File: config.mk
export PLATFORM = sky130hd
export DESIGN_NAME = bt709_color_space_converter
export DESIGN_NICKNAME = d
export VERILOG_FILES = /design/src/hw/rtl/btcsc_pkg.sv /design/src/hw/rtl/bt709_color_space_converter.sv /design/src/hw/rtl/btcsc_mult.sv /design/src/hw/rtl/btcsc_sum.sv /design/src/hw/rtl/btcsc_round.sv
export SDC_FILE = /design/constraint.sdc
export NUM_CORES = 2
export LEC_CHECK = 0
export BUFFER_PORTS_ARGS = -buffer_cell sky130_fd_sc_hd__buf_2
export CAP_MARGIN = 5
export CORE_MARGIN = 2
export CORE_UTILIZATION = 40
export CTS_CLUSTER_SIZE = 28
export DETAILED_ROUTE_END_ITERATION = 7
export HOLD_SLACK_MARGIN = 0.1
export PLACE_DENSITY_LB_ADDON = 0.08
export SKIP_LAST_GASP = 1
export SYNTH_ARGS = -nofsm -noshare
export SYNTH_HDL_FRONTEND = slang
export SYNTH_SLANG_ARGS = --single-unit
File: constraint.sdc
create_clock -name clk -period 16.6 [get_ports clk]
set_input_delay 1.66 -clock clk [delete_from_list [all_inputs] [get_ports clk]]
set_output_delay 1.66 -clock clk [all_outputs]
set_load 0.02 [all_outputs]
File: src/hw/rtl/btcsc_pkg.sv
// Shared types, coefficients and word layouts for the Rec.709 color space converter.
`default_nettype none

package btcsc_pkg;

  // Direction register codes.
  localparam logic DIR_FWD = 1'b0;
  localparam logic DIR_INV = 1'b1;

  // Fixed point layout: coefficients carry 14 fraction bits, chroma/luma carry 8.
  localparam int COEF_FRAC  = 14;
  localparam int FWD_SHIFT  = 6;
  localparam int INV_SHIFT  = 22;
  localparam int FWD_PROD_W = 24;
  localparam int FWD_SUM_W  = 26;
  localparam int INV_PROD_W = 32;
  localparam int INV_SUM_W  = 34;

  typedef logic signed [FWD_PROD_W-1:0] fwd_prod_t;
  typedef logic signed [FWD_SUM_W-1:0]  fwd_sum_t;
  typedef logic signed [INV_PROD_W-1:0] inv_prod_t;
  typedef logic signed [INV_SUM_W-1:0]  inv_sum_t;

  // Forward coefficients in Q2.14.
  localparam fwd_prod_t Y_R  = 24'sd3483;
  localparam fwd_prod_t Y_G  = 24'sd11718;
  localparam fwd_prod_t Y_B  = 24'sd1183;
  localparam fwd_prod_t CB_R = -24'sd1877;
  localparam fwd_prod_t CB_G = -24'sd6315;
  localparam fwd_prod_t CB_B = 24'sd8192;
  localparam fwd_prod_t CR_R = 24'sd8192;
  localparam fwd_prod_t CR_G = -24'sd7441;
  localparam fwd_prod_t CR_B = -24'sd751;

  // Inverse coefficients in Q2.14.
  localparam inv_prod_t R_CR = 32'sd25802;
  localparam inv_prod_t G_CB = -32'sd3069;
  localparam inv_prod_t G_CR = -32'sd7669;
  localparam inv_prod_t B_CB = 32'sd30402;

  // Input word, red in the lowest bits.
  typedef struct packed {
    logic [7:0]         alpha;
    logic signed [15:0] red_diff;
    logic signed [15:0] blue_diff;
    logic [15:0]        luma;
    logic [7:0]         blue;
    logic [7:0]         green;
    logic [7:0]         red;
  } pix_in_t;

  // Output word, luma in the lowest bits.
  typedef struct packed {
    logic [7:0]         alpha;
    logic [7:0]         blue;
    logic [7:0]         green;
    logic [7:0]         red;
    logic signed [15:0] red_diff;
    logic signed [15:0] blue_diff;
    logic [15:0]        luma;
  } pix_out_t;

  // Control that travels alongside each pipeline stage.
  typedef struct packed {
    logic       valid;
    logic       dir;
    logic [7:0] alpha;
  } btcsc_ctl_t;

  // Products registered after the multiply stage.
  typedef struct packed {
    fwd_prod_t y_r;
    fwd_prod_t y_g;
    fwd_prod_t y_b;
    fwd_prod_t cb_r;
    fwd_prod_t cb_g;
    fwd_prod_t cb_b;
    fwd_prod_t cr_r;
    fwd_prod_t cr_g;
    fwd_prod_t cr_b;
    inv_prod_t y;
    inv_prod_t r_cr;
    inv_prod_t g_cb;
    inv_prod_t g_cr;
    inv_prod_t b_cb;
  } btcsc_prod_t;

  // Sums registered after the adder stage.
  typedef struct packed {
    fwd_sum_t luma;
    fwd_sum_t blue_diff;
    fwd_sum_t red_diff;
    inv_sum_t red;
    inv_sum_t green;
    inv_sum_t blue;
  } btcsc_sum_t;

endpackage

`default_nettype wire

File: src/hw/rtl/bt709_color_space_converter.sv
// An accepted input word passes three registered stages to its output: multiply, add, round.
// Throughput: one word per cycle; the three stages advance together whenever the output
// register is empty or its word is being taken, so the input is ready in that same cycle.
// Reset: rst synchronously clears all stage valid bits and sets the direction to RGB to YCbCr.
// Data registers are not reset.
`default_nettype none

module bt709_color_space_converter
  import btcsc_pkg::*;
(
  input  wire logic        clk,
  input  wire logic        rst,
  // Direction register: 0 converts RGB to YCbCr, 1 converts YCbCr to RGB.
  input  wire logic        cfg_wen,
  input  wire logic        cfg_wdata,
  input  wire logic        s_axis_tvalid,
  output logic             s_axis_tready,
  // red_in[7:0], green_in[15:8], blue_in[23:16], luma_in[39:24],
  // blue_diff_in[55:40], red_diff_in[71:56], alpha_in[79:72]
  input  wire logic [79:0] s_axis_tdata,
  output logic             m_axis_tvalid,
  input  wire logic        m_axis_tready,
  // luma_out[15:0], blue_diff_out[31:16], red_diff_out[47:32], red_out[55:48],
  // green_out[63:56], blue_out[71:64], alpha_out[79:72]
  output logic [79:0]      m_axis_tdata
);

  logic        direction;
  logic        adv;
  pix_in_t     pix_in;
  pix_out_t    pix_out;
  btcsc_ctl_t  ctl_mult;
  btcsc_ctl_t  ctl_sum;
  btcsc_prod_t prod;
  btcsc_sum_t  sums;

  // Direction register.
  always_ff @(posedge clk) begin
    if (rst) begin
      direction <= DIR_FWD;
    end else if (cfg_wen) begin
      direction <= cfg_wdata;
    end
  end

  // The whole pipeline moves when the output register can take a new word.
  assign adv           = !m_axis_tvalid || m_axis_tready;
  assign s_axis_tready = adv;
  assign pix_in        = pix_in_t'(s_axis_tdata);
  assign m_axis_tdata  = pix_out;

  btcsc_mult u_mult (
    .clk      (clk),
    .rst      (rst),
    .adv      (adv),
    .in_valid (s_axis_tvalid),
    .in_dir   (direction),
    .pix      (pix_in),
    .ctl_out  (ctl_mult),
    .prod_out (prod)
  );

  btcsc_sum u_sum (
    .clk     (clk),
    .rst     (rst),
    .adv     (adv),
    .ctl_in  (ctl_mult),
    .prod_in (prod),
    .ctl_out (ctl_sum),
    .sum_out (sums)
  );

  btcsc_round u_round (
    .clk       (clk),
    .rst       (rst),
    .adv       (adv),
    .ctl_in    (ctl_sum),
    .sum_in    (sums),
    .out_valid (m_axis_tvalid),
    .pix_out   (pix_out)
  );

  // A word accepted while the pipeline keeps moving shows up at the output.
  assert property (@(posedge clk) disable iff (rst)
    (s_axis_tvalid && s_axis_tready) ##1 s_axis_tready ##1 s_axis_tready |=> m_axis_tvalid)
    else $error("accepted word did not reach the output after three cycles");

  // Only the channels of one direction may be nonzero in an output word.
  assert property (@(posedge clk) disable iff (rst)
    m_axis_tvalid |-> (pix_out.red == 8'd0 && pix_out.green == 8'd0 && pix_out.blue == 8'd0)
                   || (pix_out.luma == 16'd0 && pix_out.blue_diff == 16'sd0
                       && pix_out.red_diff == 16'sd0))
    else $error("output word mixes forward and inverse channels");

  // The output valid bit only rises when the pipeline was allowed to advance.
  assert property (@(posedge clk) disable iff (rst)
    $rose(m_axis_tvalid) |-> $past(s_axis_tready))
    else $error("output valid rose while the pipeline was stalled");

endmodule

`default_nettype wire

File: src/hw/rtl/btcsc_mult.sv
// First pipeline stage: all constant coefficient products for both directions.
`default_nettype none

module btcsc_mult
  import btcsc_pkg::*;
(
  input  wire logic        clk,
  input  wire logic        rst,
  input  wire logic        adv,
  input  wire logic        in_valid,
  input  wire logic        in_dir,
  input  wire pix_in_t     pix,
  output btcsc_ctl_t       ctl_out,
  output btcsc_prod_t      prod_out
);

  logic        valid;
  logic        dir;
  logic [7:0]  alpha;
  btcsc_prod_t prod;

  fwd_prod_t r_ext;
  fwd_prod_t g_ext;
  fwd_prod_t b_ext;
  inv_prod_t cb_ext;
  inv_prod_t cr_ext;

  // Widen the operands to the product widths.
  assign r_ext  = fwd_prod_t'(pix.red);
  assign g_ext  = fwd_prod_t'(pix.green);
  assign b_ext  = fwd_prod_t'(pix.blue);
  assign cb_ext = inv_prod_t'(pix.blue_diff);
  assign cr_ext = inv_prod_t'(pix.red_diff);

  // Valid bit of this stage.
  always_ff @(posedge clk) begin
    if (rst) begin
      valid <= 1'b0;
    end else if (adv) begin
      valid <= in_valid;
    end
  end

  // Products and side data.
  always_ff @(posedge clk) begin
    if (adv) begin
      dir       <= in_dir;
      alpha     <= pix.alpha;
      prod.y_r  <= r_ext * Y_R;
      prod.y_g  <= g_ext * Y_G;
      prod.y_b  <= b_ext * Y_B;
      prod.cb_r <= r_ext * CB_R;
      prod.cb_g <= g_ext * CB_G;
      prod.cb_b <= b_ext * CB_B;
      prod.cr_r <= r_ext * CR_R;
      prod.cr_g <= g_ext * CR_G;
      prod.cr_b <= b_ext * CR_B;
      prod.y    <= inv_prod_t'({pix.luma, {COEF_FRAC{1'b0}}});
      prod.r_cr <= cr_ext * R_CR;
      prod.g_cb <= cb_ext * G_CB;
      prod.g_cr <= cr_ext * G_CR;
      prod.b_cb <= cb_ext * B_CB;
    end
  end

  assign ctl_out  = '{valid: valid, dir: dir, alpha: alpha};
  assign prod_out = prod;

endmodule

`default_nettype wire

File: src/hw/rtl/btcsc_sum.sv
// Second pipeline stage: adds the products of each output channel.
`default_nettype none

module btcsc_sum
  import btcsc_pkg::*;
(
  input  wire logic        clk,
  input  wire logic        rst,
  input  wire logic        adv,
  input  wire btcsc_ctl_t  ctl_in,
  input  wire btcsc_prod_t prod_in,
  output btcsc_ctl_t       ctl_out,
  output btcsc_sum_t       sum_out
);

  logic       valid;
  logic       dir;
  logic [7:0] alpha;
  btcsc_sum_t sums;

  // Valid bit of this stage.
  always_ff @(posedge clk) begin
    if (rst) begin
      valid <= 1'b0;
    end else if (adv) begin
      valid <= ctl_in.valid;
    end
  end

  // Two- and three-term sums, sign extended to the sum widths.
  always_ff @(posedge clk) begin
    if (adv) begin
      dir            <= ctl_in.dir;
      alpha          <= ctl_in.alpha;
      sums.luma      <= fwd_sum_t'($signed(prod_in.y_r)) + fwd_sum_t'($signed(prod_in.y_g))
                      + fwd_sum_t'($signed(prod_in.y_b));
      sums.blue_diff <= fwd_sum_t'($signed(prod_in.cb_r)) + fwd_sum_t'($signed(prod_in.cb_g))
                      + fwd_sum_t'($signed(prod_in.cb_b));
      sums.red_diff  <= fwd_sum_t'($signed(prod_in.cr_r)) + fwd_sum_t'($signed(prod_in.cr_g))
                      + fwd_sum_t'($signed(prod_in.cr_b));
      sums.red       <= inv_sum_t'($signed(prod_in.y)) + inv_sum_t'($signed(prod_in.r_cr));
      sums.green     <= inv_sum_t'($signed(prod_in.y)) + inv_sum_t'($signed(prod_in.g_cb))
                      + inv_sum_t'($signed(prod_in.g_cr));
      sums.blue      <= inv_sum_t'($signed(prod_in.y)) + inv_sum_t'($signed(prod_in.b_cb));
    end
  end

  assign ctl_out = '{valid: valid, dir: dir, alpha: alpha};
  assign sum_out = sums;

endmodule

`default_nettype wire

File: src/hw/rtl/btcsc_round.sv
// Third pipeline stage: rounding, clamping and the output register.
`default_nettype none

module btcsc_round
  import btcsc_pkg::*;
(
  input  wire logic       clk,
  input  wire logic       rst,
  input  wire logic       adv,
  input  wire btcsc_ctl_t ctl_in,
  input  wire btcsc_sum_t sum_in,
  output logic            out_valid,
  output pix_out_t        pix_out
);

  localparam fwd_sum_t FWD_HALF = fwd_sum_t'(1) <<< (FWD_SHIFT - 1);
  localparam inv_sum_t INV_HALF = inv_sum_t'(1) <<< (INV_SHIFT - 1);
  localparam inv_sum_t INV_TOP  = inv_sum_t'(255) <<< INV_SHIFT;

  logic     valid;
  pix_out_t pix;
  pix_out_t pix_next;

  // Round to nearest with ties up, keeping the low 16 bits of the result.
  function automatic logic [15:0] round_fwd(fwd_sum_t v);
    fwd_sum_t t;
    t = v + FWD_HALF;
    return t[FWD_SHIFT+15:FWD_SHIFT];
  endfunction

  // Clamp to 0..255 in 22-bit fraction units, then round half up.
  function automatic logic [7:0] clamp_inv(inv_sum_t v);
    inv_sum_t t;
    t = v + INV_HALF;
    if (v < 0) begin
      return 8'd0;
    end else if (v > INV_TOP) begin
      return 8'hFF;
    end else begin
      return t[INV_SHIFT+7:INV_SHIFT];
    end
  endfunction

  // Pick the channels of the active direction; the others read as zero.
  always_comb begin
    pix_next       = '0;
    pix_next.alpha = ctl_in.alpha;
    if (ctl_in.dir == DIR_FWD) begin
      pix_next.luma      = round_fwd(sum_in.luma);
      pix_next.blue_diff = round_fwd(sum_in.blue_diff);
      pix_next.red_diff  = round_fwd(sum_in.red_diff);
    end else begin
      pix_next.red   = clamp_inv(sum_in.red);
      pix_next.green = clamp_inv(sum_in.green);
      pix_next.blue  = clamp_inv(sum_in.blue);
    end
  end

  // Output valid bit.
  always_ff @(posedge clk) begin
    if (rst) begin
      valid <= 1'b0;
    end else if (adv) begin
      valid <= ctl_in.valid;
    end
  end

  // Output word register.
  always_ff @(posedge clk) begin
    if (adv) begin
      pix <= pix_next;
    end
  end

  assign out_valid = valid;
  assign pix_out   = pix;

endmodule

`default_nettype wire

==> summary by stage <==
STA
Clock skew on the completed layout was measured at 0.0294 ns. In the finished design, the share of the clock period the worst path needs comes to 0.403. Headroom to the max-slew limit came out at 0.220. At the pin with the least slew margin, the transition time is 1.16 ns.

The number of pins with negative max-slew slack in the final report was 0. Setup repair after global routing left no endpoint under its margin. The setup slack of the critical path after layout is 9.91 ns. The highest clock rate is 150 MHz. After routing, the total negative slack on setup checks comes to 0 ns. The number of hold violations in the final report is 0. Setup violations remaining at the end of the flow were counted as 0.

The clock period could shrink to 6.69 ns. The tightest hold path in the finished design has a slack of 0.417 ns.

Logic synthesis
The number of enable-type register cells in the synthesized netlist is 530. The synthesized netlist occupies a cell area of 0.0518 mm². The fraction of the yosys area taken by sequential cells is 0.309. The number of distinct library cell variants in the gate-level netlist after synthesis is 78. The fraction of registers with async set/reset is 0. The leading register cell type out of synthesis is edfxtp_1. The post-synthesis cell count is 4668. Each instance of the synthesized netlist takes up on average 11.1 µm².

In this run, synthesis produced a sequential element count of 534. The Yosys step of the flow raised 0 warnings. The number of nets handed over by synthesis was 6156.

Layout
The count of non-filler cells in the finished layout is 6691. The design area is 0.0572 mm². From synthesis to final layout, the design area changed by 10.3%. Leaving out fill and tap cells, the most frequent cells in the layout are ha_1 (935), inv_1 (903), edfxtp_1 (530), fa_1 (467), xnor2_1 (241).

Of the cells placed in the final design, the portion with a size suffix greater than 1 is 0.0657. The end-of-flow core utilization is 0.443. The number of antenna diodes in the final layout is 0. The net total in the final layout is 6381. The most frequent standard cell in the layout excluding fill and tap cells is ha_1.

Place
Input and output buffers added on the ports amount to 167. After legalization and detailed placement, the total HPWL measured 102000 µm. The pre-CTS setup slack is 9.27 ns. The placed instance count is 6565. The cell area after placement is 0.0549 mm². The final RePlAce weighted congestion is 0.880.

Route
In the final routed layout, each cell accounts on average for 18.4 µm. In this run, the number of DRC markers left after iteration 0 of detailed routing was 1608. After detailed routing, the number of remaining DRC violations is 0. In this run the remaining antenna-violating nets after routing total 0.

The routed layout has 32800 vias. After detailed routing, the number of vias per cell comes to 4.90. The detailed-routing iteration count for the pre-antenna-repair pass is 6. The routed design has 123000 µm of wire.

Setup path
The largest fanout on the critical path is 8. The endpoint required time on the critical path is 16.98 ns. The kind of start point of the critical path is a primary input.

STA classifies the critical path endpoint as a register. Data arrives at the worst endpoint at 7.07 ns. The classification of the worst setup path is primary input to register.

CTS
The hold buffer count at CTS is 0. At the later pin of the worst-skew pair, clock insertion delay measures 0.66 ns. After clock tree synthesis, the clock-pin slew on the worst setup and hold paths is 0.06 ns. The cell at the root of the clock tree is clkbuf_16.

The number of CTS-inserted buffers is 68. The TritonCTS clock tree is built. The number of gates resized after CTS is 0.

Once the clock tree was built, the setup fixing pass inserted 0 buffers. The clock passes through at most 3 buffers. The level count of the clock H-tree is 3. The CTS sink count is 534.

Pwr
In this run the power density over the cells is 214 mW/mm². The leakage power total is 27.5 nW. The maximum vdd ir drop is 0.000117 V. After layout, the design draws a total of 12.2 mW.

Global routing
The aggregate global-route resource usage is 0.192. The number of antenna violations at the first check in global routing is 8. The largest net degree at the start of global routing is 137. After global routing the overflow that remains totals 0. The number of global-route vias before repair is 34600. The global-route wire length before repair is 194000 µm.

Floorplanning
The core outline area is 0.129 mm². The starting density of the core is 0.402. The top-level port count is 168. In this run the core area contains 132 standard-cell rows. From left edge to right edge, the die measures 364 µm.

The die covers 0.132 mm². The overall die height is 364 µm.

Run status
The run finished with clean final reports.

Flow run
Max-cap violations in this run came to 0.

Worst hold path
The worst hold-check path type is register to register.
[area by class of cell]
type / instances / area, µm²
Clock buffer: 77 / 1800
Clock inverter: 49 / 488
Fill cell: 12400 / 71800
Inverter: 904 / 3390
Multi-Input combinational cell: 3206 / 32400
Sequential cell: 534 / 16000
Tap cell: 1742 / 2180
Timing Repair Buffer: 179 / 938
[registers in the layout (all words and copies together) (netlist names)]
name               count
u_sum.dir              1
u_mult.alpha           8
u_mult.dir             1
u_sum.valid            1
u_sum.alpha            8
u_sum.sum_out        148
u_mult.valid           1
u_round.pix_out       80
direction              1
u_round.out_valid      1
u_mult.prod_out      284
[Yosys cell counts (31+ instances only)]
master / number / share of area
and3_1: 36 / 0.0043
o21a_1: 32 / 0.0046
o21bai_1: 31 / 0.0045
a211oi_1: 37 / 0.0054
fa_1: 467 / 0.18
nor3_1: 85 / 0.0082
o21ai_0: 109 / 0.011
nor2_1: 225 / 0.016
nand3_1: 85 / 0.0082
ha_1: 935 / 0.23
inv_1: 904 / 0.065
xnor2_1: 241 / 0.041
nor2b_1: 37 / 0.0045
a21o_1: 80 / 0.012
nand2_1: 136 / 0.0098
nand4_1: 31 / 0.0037
edfxtp_1: 530 / 0.31
xor2_1: 123 / 0.021
a21oi_1: 230 / 0.022
[kinds of logic (layout without fill, tap and decap cells)]
family	after synthesis	count (layout)	synth area share
buffers and inverters	928	1209	0.0673
flip-flops	534	534	0.309
adder cells (fa/ha/maj)	1403	1403	0.406
AND/OR/NAND/NOR	755	755	0.0705
XOR/XNOR	364	364	0.0615
AO/OA/AOI/OAI	671	671	0.0834
multiplexers	13	13	0.00251
[routing by layer]
layer	part of all wire	track usage
met1	0.44	0.239
met2	0.50	0.339
met4	0.033	0.0659
met3	0.033	0.0271
met5	0.00043	0
[power breakdown]
| part | switching, mW | internal [mW] | total (mW) |
|---|---|---|---|
| Combinational | 4.43 | 3.33 | 7.76 |
| Clock | 0.620 | 0.897 | 1.52 |
| Sequential | 0.345 | 2.59 | 2.93 |
[final timing paths]
check                                                      to                           start  depth (start not counted)  slack, ns
worst max-delay path            u_mult.prod_out[29]$_DFFE_PP_                s_axis_tdata[45]                         22       9.91
worst min-delay path              u_sum.sum_out[81]$_DFFE_PP_  u_mult.prod_out[109]$_DFFE_PP_                          0       0.42
worst max register to register    u_sum.sum_out[59]$_DFFE_PP_   u_mult.prod_out[65]$_DFFE_PP_                         12      12.53
worst min register to register    u_sum.sum_out[81]$_DFFE_PP_  u_mult.prod_out[109]$_DFFE_PP_                          0       0.42
[critical path, cell delays in order]
cell	delay, ns
buf_2	0.21
inv_1	0.07
ha_1	0.30
inv_1	0.09
fa_1	0.49
inv_1	0.06
fa_1	0.53
inv_1	0.06
fa_1	0.52
inv_1	0.05
fa_1	0.53
inv_1	0.04
ha_1	0.28
ha_1	0.35
and2_1	0.16
a311oi_1	0.48
a211oi_1	0.21
nor2_1	0.28
o311ai_1	0.19
a31o_2	0.26
a21oi_1	0.17
xnor2_1	0.08
No activity file was read; power rests on OpenSTA's default activity.
